--- config.mk ---
export PLATFORM = sky130hd
export DESIGN_NAME = aes_key_cell
export DESIGN_NICKNAME = d
export VERILOG_FILES = /design/src/rtl/aes_pkg.sv /design/src/rtl/aes_key_cell.sv
export SDC_FILE = /design/constraint.sdc
export NUM_CORES = 1
export LEC_CHECK = 0
export BUFFER_PORTS_ARGS = -buffer_cell sky130_fd_sc_hd__buf_2
export CAP_MARGIN = 0
export CORE_AREA = 5 5 148 150
export DETAILED_ROUTE_END_ITERATION = 10
export DIE_AREA = 0 0 153 155
export GPL_TIMING_DRIVEN = 0
export RECOVER_POWER = 50
export SYNTH_ARGS = -nofsm -noshare
export SYNTH_HDL_FRONTEND = slang
export SYNTH_SLANG_ARGS = --single-unit
--- constraint.sdc ---
create_clock -name clock -period 6.7 [get_ports clock]
set_input_delay 0.67 -clock clock [delete_from_list [all_inputs] [get_ports clock]]
set_output_delay 0.67 -clock clock [all_outputs]
set_load 0.05 [all_outputs]
--- src/rtl/aes_pkg.sv ---
// Shared types, tables and round functions of the AES-128 block cipher.
package aes_pkg;

   localparam int NumRounds = 10;
   localparam int NumKeys   = NumRounds + 1;
   localparam int StepW     = $clog2(NumKeys);

   localparam logic       KindEncrypt = 1'b0;
   localparam logic       KindDecrypt = 1'b1;
   localparam logic       CsrKeyHigh  = 1'b0;
   localparam logic       CsrKeyLow   = 1'b1;
   localparam logic [7:0] RconFirst   = 8'h01;
   localparam logic [7:0] GfPoly      = 8'h1b;

   typedef enum logic [1:0] {
      ST_IDLE,
      ST_EXPAND,
      ST_ROUND
   } fsm_type;

   typedef enum logic [1:0] {
      SHIFT_HOLD,
      SHIFT_FWD,
      SHIFT_BWD
   } key_shift_type;

   typedef struct packed {
      logic load;
      logic step;
      logic first;
      logic last;
      logic inv;
   } round_ctl_type;

   localparam logic [7:0] SBOX [256] = '{
      8'h63,8'h7c,8'h77,8'h7b,8'hf2,8'h6b,8'h6f,8'hc5,8'h30,8'h01,8'h67,8'h2b,8'hfe,8'hd7,8'hab,8'h76,
      8'hca,8'h82,8'hc9,8'h7d,8'hfa,8'h59,8'h47,8'hf0,8'had,8'hd4,8'ha2,8'haf,8'h9c,8'ha4,8'h72,8'hc0,
      8'hb7,8'hfd,8'h93,8'h26,8'h36,8'h3f,8'hf7,8'hcc,8'h34,8'ha5,8'he5,8'hf1,8'h71,8'hd8,8'h31,8'h15,
      8'h04,8'hc7,8'h23,8'hc3,8'h18,8'h96,8'h05,8'h9a,8'h07,8'h12,8'h80,8'he2,8'heb,8'h27,8'hb2,8'h75,
      8'h09,8'h83,8'h2c,8'h1a,8'h1b,8'h6e,8'h5a,8'ha0,8'h52,8'h3b,8'hd6,8'hb3,8'h29,8'he3,8'h2f,8'h84,
      8'h53,8'hd1,8'h00,8'hed,8'h20,8'hfc,8'hb1,8'h5b,8'h6a,8'hcb,8'hbe,8'h39,8'h4a,8'h4c,8'h58,8'hcf,
      8'hd0,8'hef,8'haa,8'hfb,8'h43,8'h4d,8'h33,8'h85,8'h45,8'hf9,8'h02,8'h7f,8'h50,8'h3c,8'h9f,8'ha8,
      8'h51,8'ha3,8'h40,8'h8f,8'h92,8'h9d,8'h38,8'hf5,8'hbc,8'hb6,8'hda,8'h21,8'h10,8'hff,8'hf3,8'hd2,
      8'hcd,8'h0c,8'h13,8'hec,8'h5f,8'h97,8'h44,8'h17,8'hc4,8'ha7,8'h7e,8'h3d,8'h64,8'h5d,8'h19,8'h73,
      8'h60,8'h81,8'h4f,8'hdc,8'h22,8'h2a,8'h90,8'h88,8'h46,8'hee,8'hb8,8'h14,8'hde,8'h5e,8'h0b,8'hdb,
      8'he0,8'h32,8'h3a,8'h0a,8'h49,8'h06,8'h24,8'h5c,8'hc2,8'hd3,8'hac,8'h62,8'h91,8'h95,8'he4,8'h79,
      8'he7,8'hc8,8'h37,8'h6d,8'h8d,8'hd5,8'h4e,8'ha9,8'h6c,8'h56,8'hf4,8'hea,8'h65,8'h7a,8'hae,8'h08,
      8'hba,8'h78,8'h25,8'h2e,8'h1c,8'ha6,8'hb4,8'hc6,8'he8,8'hdd,8'h74,8'h1f,8'h4b,8'hbd,8'h8b,8'h8a,
      8'h70,8'h3e,8'hb5,8'h66,8'h48,8'h03,8'hf6,8'h0e,8'h61,8'h35,8'h57,8'hb9,8'h86,8'hc1,8'h1d,8'h9e,
      8'he1,8'hf8,8'h98,8'h11,8'h69,8'hd9,8'h8e,8'h94,8'h9b,8'h1e,8'h87,8'he9,8'hce,8'h55,8'h28,8'hdf,
      8'h8c,8'ha1,8'h89,8'h0d,8'hbf,8'he6,8'h42,8'h68,8'h41,8'h99,8'h2d,8'h0f,8'hb0,8'h54,8'hbb,8'h16
   };

   localparam logic [7:0] INV_SBOX [256] = '{
      8'h52,8'h09,8'h6a,8'hd5,8'h30,8'h36,8'ha5,8'h38,8'hbf,8'h40,8'ha3,8'h9e,8'h81,8'hf3,8'hd7,8'hfb,
      8'h7c,8'he3,8'h39,8'h82,8'h9b,8'h2f,8'hff,8'h87,8'h34,8'h8e,8'h43,8'h44,8'hc4,8'hde,8'he9,8'hcb,
      8'h54,8'h7b,8'h94,8'h32,8'ha6,8'hc2,8'h23,8'h3d,8'hee,8'h4c,8'h95,8'h0b,8'h42,8'hfa,8'hc3,8'h4e,
      8'h08,8'h2e,8'ha1,8'h66,8'h28,8'hd9,8'h24,8'hb2,8'h76,8'h5b,8'ha2,8'h49,8'h6d,8'h8b,8'hd1,8'h25,
      8'h72,8'hf8,8'hf6,8'h64,8'h86,8'h68,8'h98,8'h16,8'hd4,8'ha4,8'h5c,8'hcc,8'h5d,8'h65,8'hb6,8'h92,
      8'h6c,8'h70,8'h48,8'h50,8'hfd,8'hed,8'hb9,8'hda,8'h5e,8'h15,8'h46,8'h57,8'ha7,8'h8d,8'h9d,8'h84,
      8'h90,8'hd8,8'hab,8'h00,8'h8c,8'hbc,8'hd3,8'h0a,8'hf7,8'he4,8'h58,8'h05,8'hb8,8'hb3,8'h45,8'h06,
      8'hd0,8'h2c,8'h1e,8'h8f,8'hca,8'h3f,8'h0f,8'h02,8'hc1,8'haf,8'hbd,8'h03,8'h01,8'h13,8'h8a,8'h6b,
      8'h3a,8'h91,8'h11,8'h41,8'h4f,8'h67,8'hdc,8'hea,8'h97,8'hf2,8'hcf,8'hce,8'hf0,8'hb4,8'he6,8'h73,
      8'h96,8'hac,8'h74,8'h22,8'he7,8'had,8'h35,8'h85,8'he2,8'hf9,8'h37,8'he8,8'h1c,8'h75,8'hdf,8'h6e,
      8'h47,8'hf1,8'h1a,8'h71,8'h1d,8'h29,8'hc5,8'h89,8'h6f,8'hb7,8'h62,8'h0e,8'haa,8'h18,8'hbe,8'h1b,
      8'hfc,8'h56,8'h3e,8'h4b,8'hc6,8'hd2,8'h79,8'h20,8'h9a,8'hdb,8'hc0,8'hfe,8'h78,8'hcd,8'h5a,8'hf4,
      8'h1f,8'hdd,8'ha8,8'h33,8'h88,8'h07,8'hc7,8'h31,8'hb1,8'h12,8'h10,8'h59,8'h27,8'h80,8'hec,8'h5f,
      8'h60,8'h51,8'h7f,8'ha9,8'h19,8'hb5,8'h4a,8'h0d,8'h2d,8'he5,8'h7a,8'h9f,8'h93,8'hc9,8'h9c,8'hef,
      8'ha0,8'he0,8'h3b,8'h4d,8'hae,8'h2a,8'hf5,8'hb0,8'hc8,8'heb,8'hbb,8'h3c,8'h83,8'h53,8'h99,8'h61,
      8'h17,8'h2b,8'h04,8'h7e,8'hba,8'h77,8'hd6,8'h26,8'he1,8'h69,8'h14,8'h63,8'h55,8'h21,8'h0c,8'h7d
   };

   // byte 0 sits in the top bits of the 128-bit word
   function automatic logic [7:0] get_byte(input logic [127:0] s, input int i);
      return s[127 - 8 * i -: 8];
   endfunction

   function automatic logic [7:0] xtime(input logic [7:0] a);
      return {a[6:0], 1'b0} ^ (a[7] ? GfPoly : 8'h00);
   endfunction

   function automatic logic [127:0] sub_bytes(input logic [127:0] s, input logic inv);
      logic [127:0] o;
      o = '0;
      for (int i = 0; i < 16; i++) begin
         o[127 - 8 * i -: 8] = inv ? INV_SBOX[get_byte(s, i)] : SBOX[get_byte(s, i)];
      end
      return o;
   endfunction

   function automatic logic [127:0] shift_rows(input logic [127:0] s, input logic inv);
      logic [127:0] o;
      o = '0;
      for (int r = 0; r < 4; r++) begin
         for (int c = 0; c < 4; c++) begin
            if (inv) begin
               o[127 - 8 * (r + 4 * ((c + r) % 4)) -: 8] = get_byte(s, r + 4 * c);
            end else begin
               o[127 - 8 * (r + 4 * c) -: 8] = get_byte(s, r + 4 * ((c + r) % 4));
            end
         end
      end
      return o;
   endfunction

   function automatic logic [127:0] mix_columns(input logic [127:0] s, input logic inv);
      logic [127:0] o;
      logic [7:0]   a [4];
      logic [7:0]   x1 [4];
      logic [7:0]   x2 [4];
      logic [7:0]   x3 [4];
      logic [7:0]   v;
      o = '0;
      for (int c = 0; c < 4; c++) begin
         for (int j = 0; j < 4; j++) begin
            a[j]  = get_byte(s, 4 * c + j);
            x1[j] = xtime(a[j]);
            x2[j] = xtime(x1[j]);
            x3[j] = xtime(x2[j]);
         end
         for (int r = 0; r < 4; r++) begin
            if (inv) begin
               // 14, 11, 13, 9 along the row
               v = (x3[r] ^ x2[r] ^ x1[r])
                 ^ (x3[(r + 1) % 4] ^ x1[(r + 1) % 4] ^ a[(r + 1) % 4])
                 ^ (x3[(r + 2) % 4] ^ x2[(r + 2) % 4] ^ a[(r + 2) % 4])
                 ^ (x3[(r + 3) % 4] ^ a[(r + 3) % 4]);
            end else begin
               // 2, 3, 1, 1 along the row
               v = x1[r] ^ (x1[(r + 1) % 4] ^ a[(r + 1) % 4])
                 ^ a[(r + 2) % 4] ^ a[(r + 3) % 4];
            end
            o[127 - 8 * (4 * c + r) -: 8] = v;
         end
      end
      return o;
   endfunction

   // one step of the key schedule
   function automatic logic [127:0] next_round_key(input logic [127:0] w,
                                                   input logic [7:0]   rcon);
      logic [31:0] t;
      logic [31:0] w0;
      logic [31:0] w1;
      logic [31:0] w2;
      logic [31:0] w3;
      t  = {SBOX[get_byte(w, 13)] ^ rcon, SBOX[get_byte(w, 14)],
            SBOX[get_byte(w, 15)], SBOX[get_byte(w, 12)]};
      w0 = w[127:96] ^ t;
      w1 = w[95:64] ^ w0;
      w2 = w[63:32] ^ w1;
      w3 = w[31:0] ^ w2;
      return {w0, w1, w2, w3};
   endfunction

endpackage

--- src/rtl/aes_key_cell.sv ---
// One cell of the round key ring: holds a round key, takes it from either neighbour.
module aes_key_cell (
   input  logic                   clock,
   input  aes_pkg::key_shift_type shift,
   input  logic [127:0]           from_left,
   input  logic [127:0]           from_right,
   output logic [127:0]           key
);

   logic [127:0] key_ff;
   logic [127:0] key_in;

   always_comb begin
      case (shift)
         aes_pkg::SHIFT_FWD: key_in = from_right;
         aes_pkg::SHIFT_BWD: key_in = from_left;
         default:            key_in = key_ff;
      endcase
   end

   always_ff @(posedge clock) begin
      key_ff <= key_in;
   end

   assign key = key_ff;

endmodule

# ---- Yosys cells after proc, flatten, opt, wreduce, memory -nomap -nowiden
# Cells that the tools add are included.
dict set report op_classes {
  reduce_logical 1
  eq_ne 2
  n_mux 1
}
# op count
set op_table {}
lappend op_table {{$pmux 128 s2} 1}
lappend op_table {{$eq 2x1->1 const B} 1}
lappend op_table {{$eq 2x2->1 const B} 1}
lappend op_table {{$reduce_bool 2->1} 1}
dict set report word_totals {
  out_inout_bits 128
  register_bits 128
  elab_cells 5
  input_bits 259
}

# ---- Longest topological paths before layout
# Gate-level depths: netlist (run 1).
dict set report logic_depth {
  ltp_word 2
  depth_mapped 5
  ltp_nobuf 3
}

# ---- Worst setup path after synthesis (run 1)
# No wires, ideal clock.
dict set report synth_path {
  kind {input -> register}
  start {input port shift[0]}
  end {register key_ff[0], in the netlist key[0] (enable)}
  required_ps 6219
  setup_time_ps 481
  arrival_time_ps 3459
  n_path_buf 0
  path_slack_ps 2760
  cell_stages 3
  path_cell_list {inv_1 -> ha_1 -> inv_1}
}
dict set report synth_between {
  elab_chain_len 2
  word_cells_on_any_way 3
  classes_between {2 x eq/ne; 1 x reduce/logical}
}
# item line
set synth_lines {}
lappend synth_lines {{from (decl)} aes_key_cell.sv:4} ;# input aes_pkg::key_shift_type shift,
lappend synth_lines {{$eq 2x2->1 / $eq 2x1->1 (equally long branches)} aes_key_cell.sv:14} ;# case (shift)
lappend synth_lines {{$reduce_bool 2->1 (no source line) (*)} n/a}
lappend synth_lines {{to (signal assigned)} aes_key_cell.sv:22} ;# key_ff <= key_in;
lappend synth_lines {{to (decl)} aes_key_cell.sv:10} ;# logic [127:0] key_ff;
# Every way passes the cells marked *; elsewhere a longest branch is shown, timed or not.
# A chain may end at the register's enable or synchronous reset.

# ---- Final worst setup path (run 1)
dict set report layout_path {
  start {input port shift[0]}
  end {register key_ff[61], in the netlist key[61] (enable)}
}
# Same word-level chain as after synthesis.

==> results.md, run 1 <==
- Grt met3 use: about 6.7%
- Die width: 153 µm
- HPWL Detailed: between 10,000 and 15,000 µm
- Wirelength per Cell: 17.2 µm
- Met1 Track Usage GR: between 10% and 20%
- Pre-CTS WS: around 4.3 ns
- First-pass GRT wire length: around 24,000 µm
- TritonCTS clock tree: done
- Dpl cell area: around 7800 µm²
- H-tree depth: 4
- Drt pass-1 iters: 4
- Final setup vio count: 0
- Synth Cell Area: about 5500 µm²
- Yosys warnings: 0
- Ant. Diodes: 0
- Final Hold Viols: 0
- Register area share after synthesis: a little over two thirds
- GRT Max-Usage Layer: met2
- Worst Setup End Kind: flip-flop
- Status: finished, violations left
- RePlAce Congestion: 0.822
- Pwr/cell area: 327 nW/µm²
- Largest net degree at the start of global routing: 75
- VDD IR-drop max: approximately 0.16 mV
- Worst Path Arrival: 3.87 ns
- DR iter-0 viols: 118
- Setup TNS: 0 ns
- Bufs on Longest Clock Path: 2
- IO buf count: 386
- Max Fclk: about 260 MHz
- Vias: 3,963
- Post-DRT Antenna Nets: 0
- Initial Utilization: approximately a quarter
- Synth Net Count: 533
- Syn Area/Cell: 20.1 µm²
- Min-delay worst type: input port to flip-flop
- # resized after CTS: 0
- Area Overhead vs Synth: 49.5%
- CP Class: input port to flip-flop
- Cells after Synth: ~270
- Worst Tran Pin Value: between 2 and 2.5 ns
- Rows: between 50 and 60
- Global route overflow: 0
- Clock transition at path regs: about 0.06 ns
- Final Critical Period: about 3.8 ns
- Hold Worst Slack: around 0.56 ns
- Worst Path Max Fanout: 74
- Final period utilization: a little under three fifths
- WL final: about 17,000 µm
- Post-Layout Inst Area: 8200 µm²
- RSZ-0062 raised after global routing: no
- Failing checks: capacitance limit, slew limit
- Post-CTS Setup Bufs: 0
- Initial antenna violation count: 0
- Die ar.: around 24,000 µm²
- Max reg flops: between 100 and 150
- Data required time at the worst endpoint: 6.78 ns
- DR vias/cell: roughly 4
- CTS Root Cell: clkbuf_16
- Pleak: between 3 and 4 nW
- Top Ports: about 390
- Vias in the first global route: between 4,000 and 5,000
- Clock sink total: ~130
- Maxcap violations: 1
- Total GRT Usage: 13.4%
- Setup ws final: slightly below 3 ns
- Layout cells sized above 1: 73.5%
- Rel. slew slack: -65.8%
- Nets: between 900 and 1,000
- Crit start category: input port
- Grt met2 use: ~23%
- Die H: 155 µm
- Max-slew violations: 55
- Core area: a little over 20,000 µm²
- Synth unique cells: 6
- Flops & latches, synth: ~130
- Cts-stage hold buffer count: 0
- DRC Markers: 0
- Num CTS Buffers: 17
## layout by cell type (no fill, tap or decap), drive strengths merged
cell | synthesis | routed
clkinv | 0 | 6
inv | 2 | 1
ha | 1 | 1
edfxtp | 128 | 128
clkinvlp | 0 | 4
buf | 6 | 354
clkbuf | 8 | 65
bufinv | 0 | 3
mux2 | 128 | 128
## cell usage after synthesis
cell type / number / area, µm²
ha_1: 1 / 12.5
mux2_2: 128 / 1440
buf_6: 6 / 67.6
clkbuf_8: 8 / 110
inv_1: 2 / 7.51
edfxtp_1: 128 / 3840
## cells by family after synthesis
group      Yosys count  share of synthesized area [%]
mux                128                           26.3
flops              128                           70.1
buf+inv             16                           3.38
fa+ha+maj            1                          0.228
## where the power goes
group          total, W  internal (W)  switching (W)
clock network  0.000915      0.000577       0.000338
logic          0.000714      0.000177       0.000537
registers       0.00105       0.00102      0.0000273
total           0.00268       0.00178       0.000902
## worst paths after layout
kind                        start  endpoint  depth (start not counted)
hold / removal    from_right[118]  key[118]                          2
setup / recovery         shift[0]   key[61]                          5
## worst max-delay path, cell delays in order
cell and delay (ns):
clkbuf_1 0.09, inv_1 0.05, ha_1 0.28, clkinvlp_2 1.83
buf_16 0.86
## layer usage
metal / part of all wire [%] / up-vias
li1: - / 1886
met5: 0 / -
met4: 1.6 / 0
met1: 36 / 1808
met2: 50 / 251
met3: 12 / 18
## final cells by class
class	count	area, µm²
fill	1972	12400
sequential	128	3840
timing repair buffer	387	1920
multi-input combinational	129	1450
clock buffer	18	429
tap	275	344
clock inverter	12	145
buffer	14	52.6
inverter	2	8.76
## metrics by stage
stage / std cells / utilization [%] / power, W
final: 965 / 39.9 / 0.00268
after global routing: 965 / 39.9 / 0.00279
after CTS: 965 / 40.7 / 0.00273
after detailed placement: 935 / 37.9 / 0.00180
after global placement: 934 / 37.7 / 0.00181
after floorplan: 273 / - / 0.00159
(Power assumes the default switching activity.)
==> run 2: changes to the inputs <==
ABC_AREA = 1   (was unset)
CORE_AREA = 5 5 147 149   (was 5 5 148 150)
DIE_AREA = 0 0 152 154   (was 0 0 153 155)
clock period = 3.2 ns   (was 6.7 ns; I/O delays follow)
==> run 2 against run 1 <==
Compared with the run above:
- flip-flop and latch count unchanged
- critical path type unchanged
- worst hold slack worse by 0.39 ns
- routed wire length is 15% higher
- sequential share of layout area is 1.2 points lower
- the flow now finishes without violations
==> results.md, run 2 <==
- Worst Tran Pin Value: 1.12 ns (-1.35 ns)
- Ant. Diodes: 0 (unchanged)
- Initial antenna violation count: 1 (+1)
- Clock sink total: 128 (unchanged)
- Post-CTS Setup Bufs: 0 (unchanged)
- Comb pwr share: 26.7% (about the same)
- Sw frac: 34.6% (+0.95 points)
- RePlAce Congestion: 0.878 (+6.9%)
- Largest net degree at the start of global routing: 41 (-45%)
- Vias in the first global route: 5,011 (+17%)
- Synth Net Count: 804 (+51%)
- End of the worst hold path: key[64]
- First-pass GRT wire length: 28,300 µm (+16%)
- Sw power: 0.00200 W (+120%)
- Final Critical Period: 2.23 ns
- Pint: 0.00377 W (+110%)
- DR iter-0 viols: 276 (+130%)
- Die width: 152 µm (-0.65%)
- Leading cell type in the layout, fill and taps excluded: nand2_1
- Worst Path Max Fanout: 40 (-46%)
- Yosys warnings: 0 (unchanged)
- Status: finished, final reports clean
- Die H: 154 µm (-0.65%)
- Global route overflow: 0 (unchanged)
- Data required time at the worst endpoint: 3.34 ns (-3.44 ns)
- Post-synth EDFFs: 128 (unchanged)
- Wirelength per Cell: 15.5 µm (-9.8%)
- Clock transition at path regs: 0.06 ns (about the same)
- DRC Markers: 0 (unchanged)
- CP Class: input port to flip-flop
- Final period utilization: a little over two thirds
- Top Ports: 387 (unchanged)
- H-tree depth: 4 (unchanged)
- Rel. slew slack: 24.9% (+91 points)
- TritonCTS clock tree: done
- Utilization after layout: 42.0% (+2.1 points)
- Top cells by count, synth: 384 x nand2_1, 128 x edfxtp_1, 27 x buf_6
- Ys async rst share: 0% (unchanged)
- Crit path cell chain: buf_2 > inv_1 > ha_1 > clkinvlp_2 > buf_12 > buf_12
- Die ar.: 23,400 µm² (-1.3%)
- Layout cells sized above 1: 40.6% (-33 points)
- Worst Setup End Kind: flip-flop
- Synth area leader: edfxtp_1
- Max-slew violations: 0 (-100%)
- Pleak: 4.20 nW (+21%)
- Fill cells: 2,012 (+2.0%)
- Most frequent cells in the layout: 384 x nand2_1, 344 x buf_2, 128 x edfxtp_1
- Core area: 20,000 µm² (-2.5%)
- Bufs on Longest Clock Path: 2 (unchanged)
- Final setup vio count: 0 (unchanged)
- Nets: 1,212 (+29%)
- Drt pass-1 iters: 6 (+2)
- Buf/Inv on CP: 5 (+1)
- # resized after CTS: 0 (unchanged)
- Total GRT Usage: 15.6% (+2.2 points)
- HPWL Detailed: 15,000 µm (+14%)
- RSZ-0062 raised after global routing: no
- Vias: 4,985 (+26%)
- Clock network power share: 35.2% (+1.0 points)
- Final Hold Viols: 0 (unchanged)
- IO buf count: 386 (unchanged)
- Maxcap violations: 0 (-1)
- Register area share after synthesis: 68.4% (-1.7 points)
- Area Overhead vs Synth: 49.6% (about the same)
- Hold Crit Depth: 3 (+1)
- Worst Path Arrival: 2.37 ns (-1.50 ns)
- Cts-stage hold buffer count: 0 (unchanged)
- Slowest CP cell: clkinvlp_2
- Synth unique cells: 7 (+1)
- Top-count cell post-synth: nand2_1
- Dpl cell area: 7950 µm² (+2.1%)
- WL final: 19,200 µm (+15%)
- Share of Yosys cell area claimed by the top area cell type: 68.4% (-1.7 points)
- Cells after Synth: 544 (+99%)
- Num CTS Buffers: 17 (unchanged)
- Synth Cell Area: 5620 µm² (+2.5%)
- Main synth FF type: edfxtp_1
- CTS Root Cell: clkbuf_16
- Min-delay worst type: input port to flip-flop
- Post-DRT Antenna Nets: 0 (unchanged)
- Crit start category: input port
- Max Fclk: between 400 and 500 MHz
- CP dominant cell by count: buf_12
- Rows: 52 (-1.9%)
- Min-delay src: from_right[64]
- Max reg flops: 128 (unchanged)
- VDD IR-drop max: 0.330 mV (+110%)
- Top area cells in the synthesized netlist: edfxtp_1 68%, nand2_1 26%, buf_6 5.4%
- Sequential power share: 38.1% (-1.1 points)
- Flops & latches, synth: 128 (unchanged)
- Initial Utilization: 28.0% (+1.4 points)
- Pwr/cell area: 686 nW/µm² (+110%)
- Crit-path max cell delay: 0.87 ns (-0.96 ns)
- DR vias/cell: 4.04 (-1.6%)
- Syn Area/Cell: 10.3 µm² (-49%)
- Hold Worst Slack: 0.173 ns (-0.388 ns)
- Cell family with most CP delay: buffers and inverters
- Post-Layout Inst Area: 8410 µm² (+2.6%)
-- run 2: cell types whose count changed in the layout (fill, tap and decap cells not counted), moves of 2 or more --
cell,before,now
buf_12,0,3
mux2_2,124,0
nand2_1,0,384
buf_6,0,13
clkinv_2,4,1
mux2_1,4,0
clkbuf_1,48,56
inv_6,0,2
buf_2,353,344
-- run 2: worst max-delay path by stage --
stage,start,to,cells past startpoint
3_3_place_gp,shift[0],key[93],4
6_report,shift[0],key[91],6
3_5_place_dp,shift[0],key[93],6
2_1_floorplan,shift[0],key[0],3
5_1_grt,shift[0],key[91],6
4_1_cts,shift[0],key[91],6
-- run 2: layout make-up --
type	instances	area, µm²	area share (%)
repair buffers	389	1940	23.1
plain buffers	28	206	2.45
well taps	270	338	4.02
clock inverters	14	190	2.26
flip-flops and latches	128	3840	45.7
clock buffers	17	425	5.06
multi-input cells	385	1450	17.3
inverters	3	12.5	0.149
-- run 2: kinds of logic (layout without fill, tap and decap cells) --
logic type | after synthesis | after routing | share of synthesized area, %
flip-flops | 128 | 128 | 68.4
buffers and inverters | 31 | 451 | 5.74
AND/OR/NAND/NOR | 384 | 384 | 25.6
adder cells (fa/ha/maj) | 1 | 1 | 0.223
-- run 2: metal layers --
layer	wire length (µm)	track usage, %	vias to the layer above
met5	13	0	-
met4	450	5.82	2
met3	1660	5.71	27
met2	9550	26.9	251
met1	7510	17.7	2139
li1	-	-	2566
-- run 2: power groups by stage --
stage	logic [W]	clock network [W]	registers, W
2_1_floorplan	0.000225	0	0.00311
3_3_place_gp	0.00158	0	0.00224
3_5_place_dp	0.00160	0	0.00223
4_1_cts	0.00160	0.00209	0.00220
5_1_grt	0.00163	0.00218	0.00222
6_report	0.00154	0.00203	0.00220
-- run 2: through the flow --
step           setup slack (ns)  total power, W  setup TNS (ns)  std cells
2_1_floorplan             0.275         0.00334               0        544
3_3_place_gp             -0.821         0.00381         -103.58       1200
3_5_place_dp               1.04         0.00383               0       1203
4_1_cts                    1.50         0.00589               0       1234
5_1_grt                   0.780         0.00603               0       1234
6_report                  0.967         0.00577               0       1234
==> run 3: changes to the inputs <==
ABC_AREA = 0   (was 1)
CORE_AREA = 5 5 149 151   (was 5 5 147 149)
DIE_AREA = 0 0 154 156   (was 0 0 152 154)
clock period = 2.24 ns   (was 3.2 ns; I/O delays follow)
==> run 3 against run 2 <==
Compared with the run above:
- die area rose by 2.6%
- largest cell class unchanged
- combinational power increased by 38%
- utilization fell by 2.0 points
- clock power rose by 48%
- clock-buffer cell count up 1
- sequential share of layout area rose by 0.76 points
- power grew 43%
==> results.md, run 3 (synthesis results as in run 1) <==
- RePlAce Congestion: 0.774 (-12%)
- Data required time at the worst endpoint: 2.38 ns (-0.96 ns)
- Largest net degree at the start of global routing: 38 (-7.3%)
- Clock sink total: 128 (unchanged)
- Die H: 156 µm (+1.3%)
- Clock transition at path regs: 0.06 ns (about the same)
- Global route overflow: 0 (unchanged)
- Hold Crit Depth: 2 (-1)
- Area Overhead vs Synth: 50.9%
- Pwr/cell area: 999 nW/µm² (+46%)
- Initial antenna violation count: 0 (-1)
- RSZ-0062 raised after global routing: no
- Worst Setup End Kind: flip-flop
- Cts-stage hold buffer count: 0 (unchanged)
- Rows: 53 (+1.9%)
- Bufs on Longest Clock Path: 2 (unchanged)
- Final period utilization: 81.8%
- Post-CTS Setup Bufs: 0 (unchanged)
- Max reg flops: 128 (unchanged)
- Post-Layout Inst Area: 8270 µm² (-1.6%)
- Top Ports: 387 (unchanged)
- CTS Root Cell: clkbuf_16
- Worst Tran Pin Value: 0.685 ns (-0.435 ns)
- Total GRT Usage: 13.2% (-2.4 points)
- Final Hold Viols: 0 (unchanged)
- VDD IR-drop max: 0.460 mV (+39%)
- Vias in the first global route: 4,361 (-13%)
- End of the worst hold path: key[111]
- Most frequent cells in the layout: 321 x buf_2, 128 x edfxtp_1, 122 x mux2_2
- Num CTS Buffers: 17 (unchanged)
- Core area: 20,700 µm² (+3.2%)
- Leading cell type in the layout, fill and taps excluded: buf_2
- CP Class: input port to flip-flop
- # resized after CTS: 0 (unchanged)
- Total power draw: 0.00826 W (+43%)
- Maxcap violations: 0 (unchanged)
- IO buf count: 386 (unchanged)
- Ant. Diodes: 0 (unchanged)
- WL final: 16,500 µm (-14%)
- Min-delay worst type: input port to flip-flop
- Pleak: 3.44 nW (-18%)
- Dpl cell area: 7840 µm² (-1.4%)
- DR vias/cell: 4.07 (+0.76%)
- Initial Utilization: 26.5% (-1.5 points)
- Drt pass-1 iters: 4 (-2)
- Die ar.: 24,000 µm² (+2.6%)
- Rel. slew slack: 54.3% (+29 points)
- H-tree depth: 4 (unchanged)
- Vias: 3,940 (-21%)
- Wirelength per Cell: 17.0 µm (+9.6%)
- Final setup vio count: 0 (unchanged)
- Min-delay src: from_right[111]
- DR iter-0 viols: 118 (-57%)
- Max-slew violations: 0 (unchanged)
- Die width: 154 µm (+1.3%)
- Max Fclk: roughly 550 MHz
- Worst Path Max Fanout: 37 (-7.5%)
- Status: finished, final reports clean
- TritonCTS clock tree: done
- Final Critical Period: about 1.8 ns
- Worst Path Arrival: 1.97 ns (-0.40 ns)
- DRC Markers: 0 (unchanged)
- Layout cells sized above 1: 69.0% (+28 points)
- First-pass GRT wire length: 24,500 µm (-13%)
- Post-DRT Antenna Nets: 0 (unchanged)
- Nets: 941 (-22%)
- Crit start category: input port
- HPWL Detailed: 13,200 µm (-12%)
## run 3: changes by cell type in the layout (fill, tap and decap cells not counted), sizes merged
cell    before  now
buf        361  325
bufinv       4    5
clkbuf      73   96
clkinv       5    3
inv          4    3
mux2         0  128
nand2      384    0
## run 3: per-stage QoR
step / setup TNS [ns] / setup slack (ns) / hold WS (ns) / instances / util [%]
floorplan: -66.37 / -0.519 / 0.444 / 273 / -
global placement: -216.80 / -1.71 / 0.525 / 934 / 37.6
detailed placement: 0 / 0.0960 / 0.528 / 937 / 37.9
CTS: 0 / 0.534 / 0.0879 / 968 / 41.0
global route: 0 / 0.315 / 0.0836 / 968 / 40.0
finish: 0 / 0.407 / 0.114 / 968 / 40.0
## run 3: area by class of cell
class | count | area, µm²
repair buffers | 389 | 1910
flip-flops and latches | 128 | 3840
clock inverters | 13 | 211
fillers | 2036 | 12400
well taps | 275 | 344
inverters | 2 | 18.8
multi-input cells | 129 | 1450
plain buffers | 14 | 60.1
clock buffers | 18 | 429
## run 3: report_power, final
part           switching (W)  internal, W
clock network        0.00103      0.00198
registers          0.0000825      0.00305
logic                0.00161     0.000517
total                0.00272      0.00554
## run 3: how the worst max path moves through the flow
stage / start / endpoint / slack [ns]
2_1_floorplan: shift[0] / key[0] / -0.52
3_3_place_gp: shift[0] / key[17] / -1.71
3_5_place_dp: shift[0] / key[56] / 0.1
4_1_cts: shift[0] / key[65] / 0.53
5_1_grt: shift[0] / key[74] / 0.31
6_report: shift[0] / key[65] / 0.41
## run 3: metal layers
layer  global-route usage, %  vias to the layer above  wire length, µm
met4                    3.41                        0              140
met2                    23.1                      215             8390
met1                    14.9                     1822             6330
met3                    5.71                        9             1630
met5                       0                        -                0
li1                        -                     1894                -
## run 3: critical path, cell delays in order
cell and delay, ns:
clkbuf_1 0.19, inv_8 0.03, ha_1 0.31, clkinvlp_4 0.56, buf_12 0.42, buf_12 0.20
